==> config.mk <==
export PLATFORM = sky130hd
export DESIGN_NAME = melody_string_parser_unit_flat
export DESIGN_NICKNAME = d
export VERILOG_FILES = /design/src/hw/rtl/mspu_pkg.sv /design/src/hw/rtl/mspu_char_if.sv /design/src/hw/rtl/mspu_result_if.sv /design/src/hw/rtl/melody_string_parser_unit.sv /design/src/flat_wrapper.sv
export VERILOG_INCLUDE_DIRS = /design/src /design/src/hw/rtl
export SDC_FILE = /design/constraint.sdc
export NUM_CORES = 1
export LEC_CHECK = 0
export BUFFER_PORTS_ARGS = -buffer_cell sky130_fd_sc_hd__clkbuf_2
export CAP_MARGIN = 25
export CORE_MARGIN = 8
export CORE_UTILIZATION = 35
export CTS_BUF_LIST = sky130_fd_sc_hd__clkbuf_8
export DETAILED_ROUTE_END_ITERATION = 6
export GPL_ROUTABILITY_DRIVEN = 0
export PLACE_DENSITY = 0.6
export SLEW_MARGIN = 30
export SYNTH_ARGS = -nofsm -noshare
export SYNTH_HDL_FRONTEND = slang
export SYNTH_SLANG_ARGS = --single-unit
==> constraint.sdc <==
create_clock -name clk_i -period 4 [get_ports clk_i]
set_clock_uncertainty 0.1 [all_clocks]
set_input_delay 1 -clock clk_i [delete_from_list [all_inputs] [get_ports clk_i]]
set_output_delay 1 -clock clk_i [all_outputs]
set_load 0.05 [all_outputs]
==> src/hw/rtl/melody_string_parser_unit_macros.svh <==
// Assertion macros for the melody string parser unit.
// Used by the RTL files that carry concurrent assertions; clocked on clk_i, reset by rst_ni.
`ifndef MELODY_STRING_PARSER_UNIT_MACROS_SVH
`define MELODY_STRING_PARSER_UNIT_MACROS_SVH

`ifndef SYNTH

// Checks that prop holds at every rising clock edge outside reset.
`define MSPU_ASSERT(name, prop, msg) \
  name: assert property (@(posedge clk_i) disable iff (!rst_ni) (prop)) else $error(msg);

// Checks that post holds in the cycle after pre.
`define MSPU_ASSERT_NEXT(name, pre, post, msg) \
  name: assert property (@(posedge clk_i) disable iff (!rst_ni) (pre) |=> (post)) \
    else $error(msg);

`else

`define MSPU_ASSERT(name, prop, msg)
`define MSPU_ASSERT_NEXT(name, pre, post, msg)

`endif

`endif

==> src/hw/rtl/mspu_pkg.sv <==
// Shared types and constants of the melody string parser unit.
// Depends on nothing; used by the top level.
`default_nettype none

package mspu_pkg;

  // Result kinds.
  localparam logic [1:0] KIND_NOTE  = 2'd0;
  localparam logic [1:0] KIND_END   = 2'd1;
  localparam logic [1:0] KIND_ERROR = 2'd2;

  // Note numbers.
  localparam logic [3:0] NOTE_NONE  = 4'd0;
  localparam logic [3:0] NOTE_C     = 4'd1;
  localparam logic [3:0] NOTE_D     = 4'd3;
  localparam logic [3:0] NOTE_E     = 4'd5;
  localparam logic [3:0] NOTE_F     = 4'd6;
  localparam logic [3:0] NOTE_G     = 4'd8;
  localparam logic [3:0] NOTE_A     = 4'd10;
  localparam logic [3:0] NOTE_B     = 4'd12;
  localparam logic [3:0] NOTE_PAUSE = 4'd13;

  localparam logic [7:0] PAUSE_CODE  = 8'd144;
  localparam logic [7:0] OCTAVE_STEP = 8'd24;

  // Effect codes.
  localparam logic [1:0] EFFECT_NONE  = 2'd0;
  localparam logic [1:0] EFFECT_PLUS  = 2'd1;
  localparam logic [1:0] EFFECT_MINUS = 2'd2;
  localparam logic [1:0] EFFECT_EQUAL = 2'd3;

  // Result queue depth; a character may produce two results.
  localparam int unsigned RES_DEPTH = 4;

  typedef struct packed {
    logic [1:0] kind;
    logic [7:0] param_byte;
    logic [7:0] note_code;
    logic       last;
  } result_t;

endpackage

`default_nettype wire

==> src/hw/rtl/mspu_char_if.sv <==
// Character input channel of the melody string parser unit.
// Carries valid, ready and one ASCII character; no dependencies.
`default_nettype none

interface mspu_char_if;
  logic       valid;
  logic       ready;
  logic [7:0] char_in;

  modport source (output valid, output char_in, input ready);
  modport sink   (input valid, input char_in, output ready);
endinterface

`default_nettype wire

==> src/hw/rtl/mspu_result_if.sv <==
// Result output channel of the melody string parser unit.
// Carries valid, ready and one decoded result; no dependencies.
`default_nettype none

interface mspu_result_if;
  logic       valid;
  logic       ready;
  logic [1:0] kind;
  logic [7:0] param_byte;
  logic [7:0] note_code;
  logic       last;

  modport source (output valid, output kind, output param_byte, output note_code,
                  output last, input ready);
  modport sink   (input valid, input kind, input param_byte, input note_code,
                  input last, output ready);
endinterface

`default_nettype wire

==> src/hw/rtl/melody_string_parser_unit.sv <==
// Top level of the melody string parser unit: character decoder and result queue.
// Depends on mspu_pkg, mspu_char_if, mspu_result_if and the assertion macro header.
//
//   Channel   | Dir | Transaction                 | Payload
//   ----------+-----+-----------------------------+----------------------------------
//   char_i    | in  | one ASCII melody character  | char_in[7:0]
//   result_o  | out | one decoded result          | kind, param_byte, note_code, last
//
// A character is decoded in the cycle it is accepted, and its results are written
// into a four-entry result queue, so results appear on result_o only from the cycle after acceptance.
// One character per cycle is taken while the queue holds at most two results.
// A note closed without an effect mark by an end mark or a bad character yields two
// results; that is why two entries are kept free.
// Reset returns the parser to expecting an octave digit and empties the queue.
// A stall on result_o drops char_i.ready once the queue holds more than two results; nothing is lost.
`default_nettype none
`include "melody_string_parser_unit_macros.svh"

module melody_string_parser_unit
  import mspu_pkg::*;
#(
  parameter int unsigned Depth = RES_DEPTH
) (
  input  wire logic     clk_i,
  input  wire logic     rst_ni,
  mspu_char_if.sink     char_i,
  mspu_result_if.source result_o
);

  localparam int unsigned PtrW = $clog2(Depth);
  localparam int unsigned CntW = $clog2(Depth + 1);

  // Parser phase: where in a note the next character belongs.
  typedef enum logic [2:0] {
    PH_OCTAVE = 3'd0,
    PH_LETTER = 3'd1,
    PH_MOD    = 3'd2,
    PH_DUR    = 3'd3,
    PH_EFFECT = 3'd4
  } phase_e;

  phase_e     phase_q, phase_d;
  logic [2:0] octave_q, octave_d;
  logic [3:0] note_q, note_d;
  logic [2:0] dur_q, dur_d;

  // Result queue.
  result_t           queue_q [Depth];
  logic [PtrW-1:0]   wr_ptr_q, rd_ptr_q;
  logic [CntW-1:0]   count_q;

  logic       accept;
  logic       pop;
  logic [7:0] c;
  logic [7:0] u;
  logic [1:0] n_res;
  result_t    res0, res1;

  // Note code for a held octave and note: 24 per octave above 2, 2 per semitone.
  function automatic logic [7:0] note_code_f(input logic [2:0] oct, input logic [3:0] nt);
    logic [7:0] oct_off;
    logic [7:0] nt_off;
    oct_off = {5'b0, oct} - 8'd2;
    nt_off  = {4'b0, nt} - 8'd1;
    if (nt == NOTE_PAUSE) begin
      note_code_f = PAUSE_CODE;
    end else if (oct < 3'd2 || nt < NOTE_C || nt > NOTE_B) begin
      note_code_f = 8'd0;
    end else begin
      note_code_f = 8'(oct_off * OCTAVE_STEP) + 8'(nt_off << 1);
    end
  endfunction

  function automatic result_t flag_result(input logic [1:0] kind);
    result_t r;
    r.kind       = kind;
    r.param_byte = 8'd0;
    r.note_code  = 8'd0;
    r.last       = 1'b0;
    return r;
  endfunction

  // The queue always keeps room for two results of the next character.
  assign char_i.ready = (count_q <= CntW'(Depth - 2));
  assign accept       = char_i.valid && char_i.ready;
  assign pop          = result_o.valid && result_o.ready;

  assign c = char_i.char_in;
  assign u = (c inside {["a":"z"]}) ? c - 8'd32 : c;

  // Decode one character against the current phase.
  always_comb begin
    result_t note_res;
    logic [1:0] effect;
    phase_d  = phase_q;
    octave_d = octave_q;
    note_d   = note_q;
    dur_d    = dur_q;
    n_res    = 2'd0;
    res0     = flag_result(KIND_ERROR);
    res1     = flag_result(KIND_ERROR);
    effect   = EFFECT_NONE;

    note_res            = flag_result(KIND_NOTE);
    note_res.note_code  = note_code_f(octave_q, note_q);

    case (phase_q)
      PH_LETTER: begin
        phase_d = PH_MOD;
        case (u)
          "C": note_d = NOTE_C;
          "D": begin note_d = NOTE_D; phase_d = PH_DUR; end
          "E": note_d = NOTE_E;
          "F": note_d = NOTE_F;
          "G": note_d = NOTE_G;
          "A": begin note_d = NOTE_A; phase_d = PH_DUR; end
          "B": note_d = NOTE_B;
          "P": begin note_d = NOTE_PAUSE; phase_d = PH_DUR; end
          default: begin
            note_d  = note_q;
            phase_d = PH_OCTAVE;
            n_res   = 2'd1;
          end
        endcase
      end
      PH_MOD, PH_DUR: begin
        if (phase_q == PH_MOD && (note_q == NOTE_C || note_q == NOTE_F ||
            note_q == NOTE_G) && c == "#") begin
          note_d  = note_q + 4'd1;
          phase_d = PH_DUR;
        end else if (phase_q == PH_MOD && (note_q == NOTE_E || note_q == NOTE_B) &&
                     u == "B") begin
          note_d  = note_q - 4'd1;
          phase_d = PH_DUR;
        end else if (c inside {["1":"8"]}) begin
          dur_d   = 3'(c - 8'd49);
          phase_d = PH_EFFECT;
        end else begin
          phase_d = PH_OCTAVE;
          n_res   = 2'd1;
        end
      end
      PH_EFFECT: begin
        phase_d = PH_OCTAVE;
        if (c == "+" || c == "-" || c == "=") begin
          if (c == "+") begin
            effect = EFFECT_PLUS;
          end else if (c == "-") begin
            effect = EFFECT_MINUS;
          end else begin
            effect = EFFECT_EQUAL;
          end
          n_res = 2'd1;
        end else if (c inside {["2":"7"]}) begin
          // The note closes with no effect and this digit opens the next one.
          octave_d = 3'(c - 8'd48);
          phase_d  = PH_LETTER;
          n_res    = 2'd1;
        end else begin
          n_res = 2'd2;
          res1  = flag_result((c == "\"" || c == "'") ? KIND_END : KIND_ERROR);
        end
        note_res.param_byte = {effect, 3'b000, dur_q};
        res0 = note_res;
      end
      default: begin
        if (c inside {["2":"7"]}) begin
          octave_d = 3'(c - 8'd48);
          phase_d  = PH_LETTER;
        end else begin
          phase_d = PH_OCTAVE;
          n_res   = 2'd1;
          res0    = flag_result((c == "\"" || c == "'") ? KIND_END : KIND_ERROR);
        end
      end
    endcase

    if (n_res == 2'd2) begin
      res1.last = 1'b1;
    end else begin
      res0.last = 1'b1;
    end
  end

  always_ff @(posedge clk_i or negedge rst_ni) begin
    if (!rst_ni) begin
      phase_q  <= PH_OCTAVE;
      octave_q <= 3'd0;
      note_q   <= NOTE_NONE;
      dur_q    <= 3'd0;
      wr_ptr_q <= '0;
      rd_ptr_q <= '0;
      count_q  <= '0;
    end else begin
      if (accept) begin
        phase_q  <= phase_d;
        octave_q <= octave_d;
        note_q   <= note_d;
        dur_q    <= dur_d;
        wr_ptr_q <= wr_ptr_q + PtrW'(n_res);
      end
      if (pop) begin
        rd_ptr_q <= rd_ptr_q + PtrW'(1);
      end
      count_q <= count_q + (accept ? CntW'(n_res) : CntW'(0)) - (pop ? CntW'(1) : CntW'(0));
    end
  end

  // Queue payload needs no reset.
  always_ff @(posedge clk_i) begin
    if (accept && n_res != 2'd0) begin
      queue_q[wr_ptr_q] <= res0;
    end
    if (accept && n_res == 2'd2) begin
      queue_q[wr_ptr_q + PtrW'(1)] <= res1;
    end
  end

  assign result_o.valid      = (count_q != '0);
  assign result_o.kind       = queue_q[rd_ptr_q].kind;
  assign result_o.param_byte = queue_q[rd_ptr_q].param_byte;
  assign result_o.note_code  = queue_q[rd_ptr_q].note_code;
  assign result_o.last       = queue_q[rd_ptr_q].last;

  `MSPU_ASSERT(a_queue_bound, count_q <= CntW'(Depth), "result queue overflow")
  `MSPU_ASSERT_NEXT(a_two_results, accept && n_res == 2'd2 && !pop,
                    count_q == $past(count_q) + CntW'(2), "two results not both queued")
  `MSPU_ASSERT_NEXT(a_effect_closes, accept && phase_q == PH_EFFECT,
                    phase_q == PH_OCTAVE || phase_q == PH_LETTER,
                    "note close left parser mid-note")
  `MSPU_ASSERT(a_flag_is_last, result_o.valid && result_o.kind != KIND_NOTE |-> result_o.last,
               "end or error result not marked last")

endmodule

`default_nettype wire
==> src/flat_wrapper.sv <==
// flat-port wrapper written by rule: the top's interface ports become plain ports
module melody_string_parser_unit_flat import mspu_pkg::*;
#(
  parameter int unsigned Depth = RES_DEPTH
)
  (clk_i, rst_ni, char_i_valid, char_i_char_in, char_i_ready, result_o_valid, result_o_kind, result_o_param_byte, result_o_note_code, result_o_last, result_o_ready);
  mspu_char_if char_i_i ();
  mspu_result_if result_o_i ();
  input  wire logic clk_i;
  input  wire logic rst_ni;
  input wire logic [$bits(char_i_i.valid)-1:0] char_i_valid;
  input wire logic [$bits(char_i_i.char_in)-1:0] char_i_char_in;
  output wire logic [$bits(char_i_i.ready)-1:0] char_i_ready;
  output wire logic [$bits(result_o_i.valid)-1:0] result_o_valid;
  output wire logic [$bits(result_o_i.kind)-1:0] result_o_kind;
  output wire logic [$bits(result_o_i.param_byte)-1:0] result_o_param_byte;
  output wire logic [$bits(result_o_i.note_code)-1:0] result_o_note_code;
  output wire logic [$bits(result_o_i.last)-1:0] result_o_last;
  input wire logic [$bits(result_o_i.ready)-1:0] result_o_ready;
  assign char_i_i.valid = char_i_valid;
  assign char_i_i.char_in = char_i_char_in;
  assign char_i_ready = char_i_i.ready;
  assign result_o_valid = result_o_i.valid;
  assign result_o_kind = result_o_i.kind;
  assign result_o_param_byte = result_o_i.param_byte;
  assign result_o_note_code = result_o_i.note_code;
  assign result_o_last = result_o_i.last;
  assign result_o_i.ready = result_o_ready;
  melody_string_parser_unit #(.Depth(Depth)) u_core (.clk_i(clk_i), .rst_ni(rst_ni), .char_i(char_i_i), .result_o(result_o_i));
endmodule
After elaboration in Yosys (flattened, before gate mapping)
Memories as Yosys holds them, arrays and structs flattened. Cells that the tools add are included.

Bits of input ports: 12. Bits in writable memories: 76. Bits in read-only memories: 0. Memories: 1. Register bits after elaboration: 20. Bits in latches: 0.

Shift-type cells: 0. Reductions and logical operators: 30. Bitwise gates (word level): 3. Div/mod/pow operators: 0. Multiply operators: 1. Muxes and demuxes: 41. $add $sub $neg: 13. Equal/unequal tests: 28. Order comparisons: 10.

Memories: u_core.queue_q (words 4, bits a word 19, read ports 1, clocked after memory_dff 0, wr ports 2, line melody_string_parser_unit.sv:48) `result_t queue_q [Depth];`.

Operators with widths (count): 8-bit by 7-bit == test with 1-bit output, second input constant (8); 19-bit 2-to-1 mux (3); 8-bit by 6-bit == test with 1-bit output, second input constant (6); 19-bit one-hot mux with 2 select lines (1); 4-bit one-hot mux with 8 select lines (1); 8-bit 2-to-1 mux (3); 3-bit 2-to-1 mux (6); 8-bit by 6-bit >= comparator with 1-bit output, second input constant (2); 8-bit by 6-bit <= comparator with 1-bit output, second input constant (2); 2-bit 2-to-1 mux (8); 4-bit == test, second input constant (3); 1-bit 2-to-1 mux (12); 1-bit logical AND (11); 9-bit by 8-bit != test with 1-bit output, second input constant (1); 3-bit one-hot mux with 3 select lines (1); 8-bit adder (1); 4-bit by 3-bit == test with 1-bit output, second input constant (2); 8-bit by 7-bit >= comparator with 1-bit output, second input constant (1); 8-bit by 7-bit <= comparator with 1-bit output, second input constant (1); 1-bit logical OR (8); 8-bit by 2-bit multiplier with 5-bit output, second input constant (1); 4-bit 2-to-1 mux (2); 4-bit one-hot mux with 2 select lines (1); 8-bit OR reduction (1); other kinds (33) (40).

Depth between registers and ports, before layout
Gate-level depths: netlist of the first run.

Depth after elaboration: 12. Depth in mapped cells: 13.

Worst setup path after synthesis of the first run
OpenSTA, ideal clock, no wires.

Path kind: input to register. Start point: input port char_i_char_in[5]. End point: register u_core.count_q[2]. Buffers on the path: 1. Path slack: 0.183 ns. Stages: 12. Data arrival time: 3.594 ns. Data required time: 3.777 ns. Library setup time: 0.123 ns. Cell sequence: clkbuf_1 -> inv_1 -> ha_1 -> nor4b_1 -> o21ai_0 -> o32ai_1 -> o22ai_1 -> a21boi_1 -> nor4_1 -> ha_1 -> fa_1 -> xnor2_1.

Longest elaborated chain between the ends: 11. Elaborated cells on any way between the ends: 39. Classes of those cells: 3 x add/sub; 6 x order compare; 12 x eq/ne; 10 x mux; 8 x reduce/logical.

Ends and longest elaborated chain: start, declared (line flat_wrapper.sv:12) `input wire logic [$bits(char_i_i.char_in)-1:0] char_i_char_in;`; 8-bit by 7-bit >= comparator with 1-bit output / 8-bit by 7-bit <= comparator with 1-bit output (equally long branches) (line melody_string_parser_unit.sv:89) `assign u = (c inside {["a":"z"]}) ? c - 8'd32 : c;`; 1-bit logical AND (line melody_string_parser_unit.sv:89); 8-bit 2-to-1 mux (line melody_string_parser_unit.sv:89); 8-bit by 7-bit == test with 1-bit output (line melody_string_parser_unit.sv:110, melody_string_parser_unit.sv:132); 1-bit logical AND (line melody_string_parser_unit.sv:131) `end else if (phase_q == PH_MOD && (note_q == NOTE_E || note_q == NOTE_B) &&`; 2-bit 2-to-1 mux (line melody_string_parser_unit.sv:131); 2-bit 2-to-1 mux (line melody_string_parser_unit.sv:127) `if (phase_q == PH_MOD && (note_q == NOTE_C || note_q == NOTE_F ||`; 2-bit one-hot mux with 3 select lines (*) (line melody_string_parser_unit.sv:107) `case (phase_q)`; 2-bit 2-to-1 mux (*) (line melody_string_parser_unit.sv:205) `count_q <= count_q + (accept ? CntW'(n_res) : CntW'(0)) - (pop ? CntW'(1) : CntW'(0));`; 3-bit adder (*) (line melody_string_parser_unit.sv:205); 3-bit subtractor (*) (line melody_string_parser_unit.sv:205); end signal, assigned (line melody_string_parser_unit.sv:205); end, declared (line melody_string_parser_unit.sv:50) `logic [CntW-1:0] count_q;`.

Every way passes the cells marked *; elsewhere a longest branch is shown, timed or not. A chain may end at the register's enable or synchronous reset.

Worst setup path after layout of the first run
Start point: input port char_i_char_in[1]. End point: register u_core.count_q[1].

The elaborated chain is that of the path after synthesis.

==> metrics, run 1 <==
die area 0.0183 mm²; top cells by area, synth dfxtp_1 (19%), dfrtp_1 (10%), edfxtp_1 (7.2%), mux4_2 (6.8%), ha_1 (5.8%); most frequently used flop master after synthesis dfxtp_1; routed vias/inst 5.73; fill count 1,397; setup bufs post-CTS 0; TritonCTS clock tree yes; first-pass GRT wire length 22,600 µm; DRT antenna net count 0; peak supply drop 0.170 mV; CTS Root Cell clkbuf_8; largest net degree at the start of global routing 25; final hold vios 0; # DRC 0; #FFs+latches synth 80; Worst-path clk slew approximately 0.080 ns; Yosys cell types 70; syn_area_per_cell 9.33 µm²; EDFF count, synth 12; antenna cells 0; status finished clean; Post-Syn Area 0.00499 mm²; required time of the critical path 4.13 ns; Max Cap Viol 0; Post-DP HPWL approximately 10,000 µm; gr usage total 15.4%; worst-margin pin slew a little over 0.8 ns; leakage 2.15 nW; Async SR Flop Fraction 25.0%; Area Growth Syn to Fin 11.8%; period utilisation layout 87.6%; wire per inst 18.3 µm; TritonCTS Buffers 9; Seq/Total Area, Yosys 36.5%; fin cells approximately 740; nets ~600; Worst-Skew Late Latency around 0.36 ns; final setup TNS 0 ns; top-area cell type share of the netlist area 19.3%; initial detailed-routing violation count around 310; cells along the critical path clkbuf_2 > inv_1 > ha_1 > nand2b_1 > o311ai_0 > a22oi_2 > o22ai_1 > a21boi_1 > nor4_1 > ha_1 > fa_1; # hold bufs at CTS 0; area leader, netlist dfxtp_1; vias in the first global route ~4,300; fin crit period ~3.5 ns; critical path class primary input to flop; core area 0.0139 mm²; CP delay by family, top compound AO/OA/AOI/OAI gates; antenna violations before repair 0; DRT Pass-1 Iters 5; slew margin rel. 45.0%; die width 135 µm; post_cts resized 0; worst endpoint data arrival time between 3 and 4 ns; Worst path slowest cell o311ai_0; critical path's largest stage delay about 0.40 ns; Yosys warnings 0; most common cell in the synthesized netlist nand2_1; CP most frequent cell ha_1; CTS sink cnt 80; port bufs 28; CTS max path bufs 2; critical path endpoint category flop; RSZ-0062 raised after global routing no; FP Rows 43; Pins Over Slew Limit 0; via count 4,263; Inst Count DP between 700 and 800; worst hold slack 0.351 ns; utilization after layout 40.2%; die height 135 µm; Fmax achieved between 200 and 300 MHz; total power 3.27 mW; Cells after Synth around 540; top post-synthesis cells by count nand2_1 (63), dfxtp_1 (48), o21ai_0 (38), nand3_1 (30), a21oi_1 (27); WP buf/inv 2; total I/O pin count 33; WL final approximately 14,000 µm; H-tree Lvls 3; CP max FO 8; Hold WC Path Type flop to flop; PwrDens 585 mW/mm²; initial core utilization a little over a third; fraction of layout instances using a drive strength above 1 19.7%; Setup violations, final 0; grt total ovfl 0; Critical Path Source Type primary input
layout make-up:
type	instances	area (µm²)	area share, %
multi-input combinational	403	2930	52.5
sequential	80	1820	32.7
clock buffer	9	124	2.22
clock inverter	6	114	2.04
tap	180	225	4.04
inverter	16	60.1	1.08
timing repair buffer	50	305	5.47
per-stage QoR:
stage,instance area [µm²],setup slack [ns]
2_1_floorplan,5000,0.183
3_3_place_gp,5340,0.0612
3_5_place_dp,5340,0.0898
4_1_cts,5580,0.471
5_1_grt,5580,0.200
6_report,5580,0.496
where the power goes:
group / switching, mW / internal [mW]
logic: 0.883 / 0.575
clock network: 0.317 / 0.416
registers: 0.153 / 0.921
total: 1.35 / 1.91
worst paths after layout:
check | from | end | slack, ns | cells after the start
min reg2reg | u_core.queue_q[3][3] | u_core.queue_q[3][3] | 0.35 | 2
max in group asynchronous | rst_ni | u_core.wr_ptr_q[0] | 2.93 | 1
max | char_i_char_in[1] | u_core.count_q[1] | 0.50 | 11
min in group asynchronous | rst_ni | u_core.octave_q[2] | 0.51 | 1
min | u_core.queue_q[3][3] | u_core.queue_q[3][3] | 0.35 | 2
max reg2reg | u_core.phase_q[2] | u_core.count_q[2] | 0.88 | 7
metal layers:
layer	GRT usage [%]	share of wire, %	vias up
met4	6.42	2.9	0
met5	0	0	-
met3	3.15	5.5	27
met2	25.7	48	132
met1	19.0	43	2066
li1	-	-	2038
state kept, by name, indices dropped and copies added, names as in the netlist:
signal and cells:
u_core.queue_q 60, u_core.note_q 4, u_core.count_q 3, u_core.dur_q 3, u_core.octave_q 3, u_core.phase_q 3
u_core.rd_ptr_q 2, u_core.wr_ptr_q 2
worst min-delay path, cell delays in order (launching register included):
cell and delay, ns:
dfxtp_1 0.31, nand2_1 0.05, o21ai_1 0.05
cells in the final DEF, fill, tap and decap left out, types with 7 or more instances in the layout:
| cell | netlist | final |
|---|---|---|
| nand2_1 | 63 | 63 |
| dfxtp_1 | 48 | 48 |
| o21ai_0 | 38 | 38 |
| nand3_1 | 30 | 30 |
| clkbuf_2 | 0 | 28 |
| a21oi_1 | 27 | 27 |
| ha_1 | 23 | 23 |
| buf_4 | 5 | 22 |
| dfrtp_1 | 20 | 20 |
| nor2_1 | 18 | 18 |
| inv_1 | 16 | 16 |
| mux4_2 | 15 | 15 |
| mux2i_1 | 14 | 14 |
| nor4_1 | 15 | 14 |
| xnor2_1 | 12 | 12 |
| edfxtp_1 | 12 | 12 |
| a31o_2 | 11 | 11 |
| o21ai_1 | 10 | 10 |
| clkbuf_8 | 0 | 9 |
| or3_1 | 8 | 8 |
| nand4_1 | 8 | 8 |
| nand2b_1 | 7 | 7 |
| o22ai_1 | 7 | 7 |
| a21o_1 | 7 | 7 |
kinds of logic after synthesis:
group	share of synthesized area (%)
AO/OA/AOI/OAI	19.0
XOR/XNOR	3.16
adder cells (fa/ha/maj)	6.57
buffers and inverters	5.31
flip-flops	36.5
multiplexers	10.9
other	0.0751
AND/OR/NAND/NOR	18.5
Note: power is estimated with default switching activity, not from simulation.
==> inputs of run 2 (changes only) <==
- PLACE_DENSITY: 0.6 -> 0.62
- clock period: 4 -> 2.9 ns (I/O delays scaled with it)
==> run 2 against run 1 <==
Compared with the run above:
- core utilization up 5.9 points
- clock power up 11%
- non-clock buffer count up 77
- global-route usage up 0.77 points
- first-iteration DRC count up 25%
- sequential share of layout area down 4.2 points
- final area up 15%
- clock-buffer cell count unchanged
- combinational power up 72%
- highest routed layer unchanged
==> metrics, run 2 (synthesis gave the netlist of run 1 again) <==
FP Rows 43; WL final 14,600 µm; Worst-Skew Late Latency about 0.37 ns; utilization after layout 46.1%; wire per inst about 18 µm; TritonCTS Buffers 9; met3 routed WL 713 µm; critical path class primary input to flop; register with the most flip-flops u_core.queue_q; core area 0.0139 mm²; period utilisation layout a little over nine tenths; Inst Count DP 803; gr usage total 16.2%; vias in the first global route 4,632; final hold vios 0; port bufs 28; DP Area 0.00606 mm²; Setup violations, final 0; critical path endpoint category flop; initial detailed-routing violation count 384; CP max FO 3; worst-margin pin slew 0.609 ns; nets 674; largest registers u_core.queue_q: 60 flops, u_core.note_q: 4 flops; Met1 Wirelength 6310 µm; PwrDens 746 mW/mm²; initial core utilization about 36%; die width between 100 and 150 µm; fill count 1,321; total I/O pin count 33; Setup crit start char_i_char_in[6]; fin cells 822; WL met2 7170 µm; DRT antenna net count 0; CTS max path bufs 2; first-pass GRT wire length between 20,000 and 25,000 µm; top sig layer met4; most frequent cells in the layout buf_4 (93), nand2_1 (60), dfxtp_1 (48); Pins Over Slew Limit 0; Post-DP HPWL about 11,000 µm; die area between 0.015 and 0.02 mm²; largest net degree at the start of global routing 25; antenna violations before repair 0; slew margin rel. between 50% and 60%; most common cell after layout, fill and taps aside buf_4; die height approximately 140 µm; Worst-path clk slew 0.08 ns; RSZ-0062 raised after global routing yes; CTS Root Cell clkbuf_8; worst endpoint data arrival time 3.00 ns; final instance area 0.00640 mm²; TritonCTS clock tree yes; routed vias/inst 5.55; antenna cells 0; H-tree Lvls 3; CTS sink cnt 80; via count 4,562; leakage 2.55 nW; R2R Path Start u_core.note_q[1]; fraction of layout instances using a drive strength above 1 33.5%; peak supply drop 0.341 mV; required time of the critical path a little over 3 ns; grt total ovfl 0; Area Growth Syn to Fin 28.2%; Hold WC Path Type primary input to async pin; number of flip-flops in the largest register 60; Critical Path Source Type primary input; fin crit period ~2.9 ns; DRT Pass-1 Iters 5; # DRC 0; Max Cap Viol 0; status finished clean; Fmax achieved 350 MHz
-- run 2: through the flow --
step	power [mW]	setup WS (ns)	hold slack (ns)	TNS [ns]
3_3_place_gp	3.80	-0.458	0.336	-23.91
3_5_place_dp	3.85	-0.502	0.348	-25.72
6_report	4.77	0.0466	0.237	0
2_1_floorplan	3.10	-0.334	0.325	-0.911
5_1_grt	5.12	-0.0156	0.271	-0.0627
4_1_cts	4.71	-0.00478	0.255	-0.00478
-- run 2: cell type report --
| type | instances | area (µm²) | area share (%) |
|---|---|---|---|
| Multi-Input combinational cell | 403 | 3100 | 48.5 |
| Inverter | 16 | 76.3 | 1.19 |
| Clock buffer | 9 | 124 | 1.94 |
| Sequential cell | 80 | 1820 | 28.5 |
| Clock inverter | 7 | 66.3 | 1.04 |
| Tap cell | 180 | 225 | 3.52 |
| Timing Repair Buffer | 127 | 978 | 15.3 |
-- run 2: path summary, 6_finish.rpt --
path / endpoint / slack [ns] / cells past startpoint
worst min register to register: u_core.queue_q[3][7] / 0.36 / 2
worst max-delay path: u_core.count_q[2] / 0.05 / 12
max in group asynchronous: u_core.note_q[1] / 2.06 / 1
min in group clk_i: u_core.queue_q[3][7] / 0.36 / 2
worst max register to register: u_core.count_q[2] / 0.15 / 11
worst min-delay path: u_core.dur_q[0] / 0.24 / 1
-- run 2: power by group --
part           switching [mW]  internal, mW
Sequential              0.175          1.27
Combinational            1.41          1.10
Clock                   0.423         0.391
-- run 2: what timing repair did --
item                                    CTS  global route
endpoints found under the setup margin   20            37
hold buffers                              0             0
buffers inserted                          3             0
gates resized for setup                   6            15
pin swaps                                 8             8
-- run 2: layer usage --
layer  GRT usage, %  vias to the layer above
li1               -                     2191
met1           19.0                     2218
met2           27.0                      128
met3           3.67                       25
met4           8.57                        0
met5              0                        -
-- run 2: critical path: stages --
cell	delay (ns)
clkbuf_16	0.14
inv_16	0.05
ha_4	0.10
or4b_4	0.46
or3_1	0.33
a22oi_2	0.18
o22ai_2	0.11
a21boi_2	0.18
nor4_2	0.06
ha_2	0.20
fa_2	0.33
xnor2_1	0.13
==> inputs of run 3 (changes only) <==
- CORE_UTILIZATION: 35 -> 50
- PLACE_DENSITY: 0.62 -> 0.79
==> run 3 against run 2 <==
Compared with the run above:
- cell count decreased by 7.2%
- global-route usage up 5.1 points
- the run now ends with setup timing left
- critical path depth did not move
- hold slack better by 0.014 ns
- first-iteration DRC count is 35% higher
- maximum frequency down 2.5%
- die area fell by 27%
- sequential cell count is the same
- wire length shrank 3.5%
==> metrics, run 3 (synthesis gave the netlist of run 1 again) <==
status finished, violations left; failing checks setup timing; wire per inst roughly 19 µm; DRT Pass-1 Iters 5; R2R Path Start u_core.note_q[0]; antenna cells 0; routing usage on met1 26.5%; CP delay by family, top simple AND/OR/NAND/NOR gates; Crit. path cell count 12; CP endpoint u_core.count_q[2]; Critical Path Source Type primary input; flop2flop setup slack 0.13 ns; PwrDens 769 mW/mm²; CTS Root Cell clkbuf_8; final setup TNS -0.0385 ns; routed vias/inst about 6.2; Inst Count DP around 740; fraction of layout instances using a drive strength above 1 33.5%; pre-CTS setup slack -0.535 ns; initial detailed-routing violation count 517; final instance area 0.00634 mm²; Crit Reg-Reg Endpoint u_core.queue_q[0][8]; nets 662; vias in the first global route 4,638; die height between 100 and 150 µm; gr usage total around a fifth; Hold WC Path Type primary input to async pin; GR Util met3 4.27%; Pins Over Slew Limit 0; critical path class primary input to flop; DP Area between 0.005 and 0.006 mm²; CP max FO 2; worst endpoint data arrival time slightly above 3 ns; grt total ovfl 0; slew margin rel. 62.1%; CTS sink cnt 80; H-tree Lvls 3; Area Growth Syn to Fin 27.0%; initial core utilization between 50 and 60%; DRT antenna net count 0; peak supply drop 0.497 mV; core area ~0.0097 mm²; Setup violations, final 2; Post-DP HPWL 10,500 µm; total I/O pin count 33; die width 116 µm; final hold vios 0; largest registers u_core.queue_q: 60 flops, u_core.note_q: 4 flops; # DRC 0; total power 4.88 mW; via count 4,715; fin cells 763; leakage 2.52 nW; Setup crit start char_i_char_in[6]; Worst-path clk slew approximately 0.1 ns; cells along the critical path clkbuf_16 > inv_16 > ha_4 > or4b_4 > or3_4 > a22oi_2 > o22ai_2 > a21boi_2 > nor4_2 > ha_2 > fa_2 > xnor2_1; Fmax achieved around 340 MHz; GRT met2 Usage 36.3%; Worst-Skew Late Latency 0.35 ns; critical path's largest stage delay between 0.4 and 0.5 ns; antenna violations before repair 0; die area 0.0134 mm²; register with the most flip-flops u_core.queue_q; most frequent cells in the layout buf_4 (77), nand2_1 (59), dfxtp_1 (48); TritonCTS clock tree yes; critical path endpoint category flop; setup ws final -0.0253 ns; port bufs 28; FP Rows 36; required time of the critical path 3.03 ns; WP buf/inv 2; Reg2Reg Depth 11; first-pass GRT wire length 22,900 µm; CTS max path bufs 2; largest net degree at the start of global routing 24; worst-margin pin slew 0.569 ns; WL final 14,100 µm; Max Cap Viol 0; number of flip-flops in the largest register 60; grt peak-use layer met2; fin crit period 2.93 ns; RSZ-0062 raised after global routing yes; TritonCTS Buffers 9; Worst path slowest cell or4b_4; period utilisation layout 101%; most common cell after layout, fill and taps aside buf_4
[run 3: worst min path at each step]
stage / startpoint / endpoint / cells after the start
after floorplan: rst_ni / u_core.count_q[0] / 0
after global placement: u_core.queue_q[3][7] / u_core.queue_q[3][7] / 2
after detailed placement: u_core.queue_q[3][2] / u_core.queue_q[3][2] / 2
after CTS: rst_ni / u_core.note_q[2] / 1
after global routing: rst_ni / u_core.octave_q[1] / 1
final: rst_ni / u_core.wr_ptr_q[0] / 1
[run 3: final cells by class]
type / instances / area [µm²]
multi-input combinational: 403 / 3120
timing repair buffer: 115 / 921
inverter: 16 / 76.3
clock inverter: 7 / 111
fill: 750 / 3390
clock buffer: 9 / 124
sequential: 80 / 1820
tap: 133 / 166
[run 3: timing repair]
item,CTS,global route
setup endpoints to repair,20,51
gates resized for setup,6,24
hold buffers,0,0
pin swaps,8,11
setup buffers,3,0
[run 3: through the flow]
step / util, % / hold WS (ns)
6_report: 65.1 / 0.251
5_1_grt: 65.1 / 0.275
4_1_cts: 64.0 / 0.260
3_5_place_dp: 61.0 / 0.338
3_3_place_gp: 61.0 / 0.336
2_1_floorplan: - / 0.325
[run 3: report_power, final]
part	total (mW)	switching, mW	leakage (nW)	internal, mW
Combinational	2.45	1.40	1.66	1.05
Sequential	1.45	0.179	0.745	1.27
Clock	0.969	0.462	0.119	0.506
Total	4.88	2.04	2.52	2.83
[run 3: metal layers]
metal  part of all wire, %  wire (µm)  vias up
li1                      -          -     2176
met4                   2.0        286        0
met3                   7.0        989       32
met1                    42       5870     2270
met2                    49       6970      237
met5                     0          0        -
